$ cat src/dssm_pkg.sv
`timescale 1ns / 1ps
// ----------------------------------------------------------------------------
// dssm_pkg
// Shared types and codes for the dual stack shared memory core.
// ----------------------------------------------------------------------------
package dssm_pkg;

   localparam int DEPTH_DEFAULT = 256;
   localparam int WORD_W        = 32;
   localparam int COUNT_W       = 9;
   localparam int STATUS_W      = 2;
   localparam int KIND_W        = 2;

   // request kinds
   localparam logic [KIND_W-1:0] OP_PUSH  = 2'd0;
   localparam logic [KIND_W-1:0] OP_POP   = 2'd1;
   localparam logic [KIND_W-1:0] OP_TOP   = 2'd2;
   localparam logic [KIND_W-1:0] OP_CLEAR = 2'd3;

   // result status codes
   localparam logic [STATUS_W-1:0] ST_OK       = 2'd0;
   localparam logic [STATUS_W-1:0] ST_OVERFLOW = 2'd1;
   localparam logic [STATUS_W-1:0] ST_EMPTY    = 2'd2;

   // memory strobes from control to storage
   typedef struct packed {
      logic wr_en;
      logic rd_en;
   } mem_cmd_type;

   // per-request outcome from control to the output stage
   typedef struct packed {
      logic [STATUS_W-1:0] status;
      logic                is_read;
      logic [COUNT_W-1:0]  front_count;
      logic [COUNT_W-1:0]  back_count;
   } result_type;

endpackage

$ cat src/dssm_ctrl.sv
`timescale 1ns / 1ps
// ----------------------------------------------------------------------------
// dssm_ctrl
// Stack levels, full/empty decode and store address generation.
// ----------------------------------------------------------------------------
module dssm_ctrl
   import dssm_pkg::*;
#(
   parameter  int DEPTH = DEPTH_DEFAULT,
   localparam int AW    = $clog2(DEPTH),
   localparam int LW    = $clog2(DEPTH + 1)
) (
   input  logic              clock,
   input  logic              reset,
   input  logic              accept,
   input  logic [KIND_W-1:0] req_kind,
   input  logic              req_side,
   output mem_cmd_type       mem_cmd,
   output logic [AW-1:0]     mem_addr,
   output result_type        result
);

   logic [LW-1:0] front_ff, front_in;
   logic [LW-1:0] back_ff, back_in;
   logic [LW:0]   used;
   logic [LW-1:0] level;
   logic [LW-1:0] addr_full;
   logic          full;
   logic          empty;

   assign used  = {1'b0, front_ff} + {1'b0, back_ff};
   assign full  = used >= (LW + 1)'(DEPTH);
   assign level = req_side ? back_ff : front_ff;
   assign empty = level == '0;

   always_comb begin
      front_in       = front_ff;
      back_in        = back_ff;
      addr_full      = '0;
      mem_cmd.wr_en  = 1'b0;
      mem_cmd.rd_en  = 1'b0;
      result.status  = ST_OK;
      result.is_read = 1'b0;
      case (req_kind)
         OP_PUSH: begin
            if (full) begin
               result.status = ST_OVERFLOW;
            end else begin
               mem_cmd.wr_en = accept;
               if (req_side) begin
                  addr_full = LW'(DEPTH - 1) - back_ff;
                  back_in   = back_ff + LW'(1);
               end else begin
                  addr_full = front_ff;
                  front_in  = front_ff + LW'(1);
               end
            end
         end
         OP_POP, OP_TOP: begin
            if (empty) begin
               result.status = ST_EMPTY;
            end else begin
               mem_cmd.rd_en  = accept;
               result.is_read = 1'b1;
               addr_full      = req_side ? LW'(DEPTH) - level : level - LW'(1);
               if (req_kind == OP_POP) begin
                  if (req_side) begin
                     back_in = back_ff - LW'(1);
                  end else begin
                     front_in = front_ff - LW'(1);
                  end
               end
            end
         end
         default: begin
            // clear: level only, store keeps its contents
            if (req_side) begin
               back_in = '0;
            end else begin
               front_in = '0;
            end
         end
      endcase
      result.front_count = COUNT_W'(front_in);
      result.back_count  = COUNT_W'(back_in);
   end

   assign mem_addr = addr_full[AW-1:0];

   always_ff @(posedge clock) begin
      if (reset) begin
         front_ff <= '0;
         back_ff  <= '0;
      end else if (accept) begin
         front_ff <= front_in;
         back_ff  <= back_in;
      end
   end

   a_levels_fit: assert property (@(posedge clock) disable iff (reset)
      used <= (LW + 1)'(DEPTH))
      else $error("stack levels exceed store depth");

   a_front_pop: assert property (@(posedge clock) disable iff (reset)
      accept && req_kind == OP_POP && !req_side && !empty
      |=> front_ff == $past(front_ff) - LW'(1))
      else $error("front pop did not decrement level");

   a_full_no_write: assert property (@(posedge clock) disable iff (reset)
      full |-> !mem_cmd.wr_en)
      else $error("store written while stacks meet");

endmodule

$ cat config.mk
export PLATFORM = sky130hd
export DESIGN_NAME = dssm_ctrl
export DESIGN_NICKNAME = d
export VERILOG_FILES = /design/src/dssm_pkg.sv /design/src/dssm_ctrl.sv
export SDC_FILE = /design/constraint.sdc
export NUM_CORES = 1
export LEC_CHECK = 0
export ABC_CLOCK_PERIOD_IN_PS = 4800
export BUFFER_PORTS_ARGS = -buffer_cell sky130_fd_sc_hd__buf_2
export CORE_MARGIN = 8
export CORE_UTILIZATION = 40
export DETAILED_ROUTE_END_ITERATION = 10
export PLACE_DENSITY = 0.63
export SYNTH_ARGS = -nofsm -noshare
export SYNTH_HDL_FRONTEND = slang
export SYNTH_SLANG_ARGS = --single-unit
$ cat constraint.sdc
create_clock -name clock -period 4.8 [get_ports clock]
set_clock_uncertainty 0.05 [all_clocks]
set_input_delay 0.24 -clock clock [delete_from_list [all_inputs] [get_ports clock]]
set_output_delay 0.24 -clock clock [all_outputs]
set_load 0.02 [all_outputs]
==> qor.yml <==
max-cap-violations: 0
path_clk_slew_ns: 0.10
status: "completed"
grt-ovfl-total: 0
clock_path_buffers: 2
viasPerCell: 6.83
ys_ff_latch: 18
core_um2: 6680
layout_min_cycle_time_ns: 3.86
yosys.area_share.simple_pct: 31.6
p_leak_uw: 0.00124
initial_utilization_pct: 40.6
diodes: 0
cts_root_buf: "clkbuf_8"
synth_top_family_by_area: "compound AO/OA/AOI/OAI gates"
layout.nets: 429
yosys-top-cells-area: "dfxtp_1 13%, ha_1 8.3%, a21oi_1 6.1%"
cp_common_cell: "nor2_1"
drv_slew: 0
synth_async_sr_flop_share_pct: 0
final_common_cell: "nor2_1"
ant_nets: 0
ios: 37
cts.repair.resized: 0
cp_slowest_cell: "a222oi_1"
crit_fanout: 9
m1WireLength_mm: 4.41
num_vias: 3304
fmax_ghz: 0.259
clk_latency_ns: 0.27
muxShareOfSynthArea_pct: 3.88
avgSynthCellArea_um2: 6.95
place_hpwl_mm: 7.57
clock_sinks: 18
cp-start-kind: "flip-flop"
postCtsSetupBuffers: 0
hold_viol: 0
path_class: "reg2out"
die_w_um: 98.3
grt_usage_pct: 21.3
ys_types: 75
worst_slew_pin_slew_ns: 0.878
finalInstanceArea_um2: 2940
areaGrowthSynthToFinish_pct: 8.49
die_area_um2: 9670
drive_gt1_share_pct: 15.3
routed_wl_mm: 10.5
grt_max_degree: 35
synthCells: 390
grt_pass1_wl_mm: 16.6
drt_iter0_markers: 383
rsz0062_at_grt: "no"
syn-cell-area_um2: 2710
ctsHoldBuffers: 0
yosys.area_share.adder_pct: 8.31
setup_viol: 0
slowest_delay_ns: 0.74
post-route-period-util_pct: 80.4
endpoint_kind: "output pin"
antenna_found_initial: 0
ir_drop_mv: 0.108
met3_length_um: 867
wl_per_cell_um: 21.7
hp-class: "in2reg"
wl_met2_mm: 4.79
synth_top_cell_area_share_pct: 13.3
yosysSeqAreaShare_pct: 13.3
synth_compound_area_share_pct: 34.0
highest_layer: "met4"
grt_pass1_vias: 3174
syn_nets: 414
power_density_nw_per_um2: 185
fin_setup_tns_ns: 0
synth-main-ff-cell: "dfxtp_1"
required_ns: 4.51
die_h_um: 98.3
cts.htree.levels: 1
maxSlewHeadroom_pct: 41.4
dpl_cell_area_um2: 2890
most-common-layout-cells: "43 x nor2_1, 36 x buf_2, 33 x a21oi_1"
synth-xor-area-share_pct: 1.62
yosys.area.top_type: "dfxtp_1"
rows: 30
port_buffers: 36
firstDrtPassIters: 5
yosysWarnings: 0
cts_buffers: 3
crit_chain: "mux2i_1 -> ha_1 -> or4bb_1 -> a222oi_1 -> or2b_2 -> nor2_1 -> a221oi_1 -> nor2_1 -> buf_2"
cts_tree: "done"
arrival_ns: 3.57
place.gp.congestion: 0.972
synth_edf_count: 0
drcViolationCount: 0
logic make-up after synthesis:
| logic type | count (synthesis) |
|---|---|
| DFF | 18 |
| xor gates and xnor gates | 5 |
| AOI/OAI and AO/OA | 130 |
| and+or+nand+nor | 162 |
| adders and majority gates | 18 |
| muxes | 10 |
| buffers and inverters | 47 |
path summary, 6_finish.rpt:
check	start	endpoint	slack (ns)	depth (start not counted)
setup / recovery	back_ff[0]	result[3]	0.94	9
hold reg to reg	back_ff[8]	back_ff[8]	0.52	2
hold / removal	reset	back_ff[5]	0.38	2
setup reg to reg	front_ff[5]	front_ff[1]	1.45	7
through the flow:
step,std cells,worst slack (ns),hold WS (ns),utilization (%),power [uW]
after global routing,484,0.638,0.390,44.0,566
after CTS,484,1.02,0.371,44.0,536
final,484,0.943,0.382,44.0,543
after global placement,480,1.30,0.481,43.2,394
after floorplan,390,1.05,0.442,-,330
after detailed placement,480,1.28,0.505,43.2,395
flip-flops by register name, summed over array words and instances, names as in the netlist:
name and flops:
back_ff 9, front_ff 9
cell usage after synthesis (5+ instances only):
library cell,count
a21oi_1,33
a221oi_1,7
a22oi_1,6
a31oi_1,8
and3_1,8
clkbuf_1,23
dfxtp_1,18
ha_1,18
inv_1,16
mux2i_1,6
nand2_1,30
nand2b_1,8
nand3_1,15
nor2_1,43
nor2b_1,6
nor3_1,14
nor4_1,7
o21ai_0,22
o31ai_1,5
metal layers:
| layer | vias to the layer above | global-route usage (%) |
|---|---|---|
| li1 | 1516 | - |
| met1 | 1579 | 26.0 |
| met2 | 170 | 34.7 |
| met3 | 39 | 4.34 |
| met4 | 0 | 10.3 |
| met5 | - | 0 |
where the power goes:
group	total [uW]	internal, uW	switching, uW
logic	236	78.4	158
registers	161	152	8.45
clock network	146	73.5	72.9
total	543	304	239
worst max-delay path: cells and delay by family, from the launching register on:
family | cells | cell delay (ns)
adders and majority gates | 1 | 0.23
and+or+nand+nor | 4 | 1.01
muxes | 1 | 0.23
AOI/OAI and AO/OA | 2 | 1.25
DFF | 1 | 0.41
buffers and inverters | 1 | 0.17
layout make-up:
class,instances,area [um2]
well taps,80,100
inverters,17,63.8
multi-input cells,325,2150
flip-flops and latches,18,360
repair buffers,40,210
fillers,703,3740
clock buffers,4,55.1
Note: power is estimated with default switching activity, not from simulation.
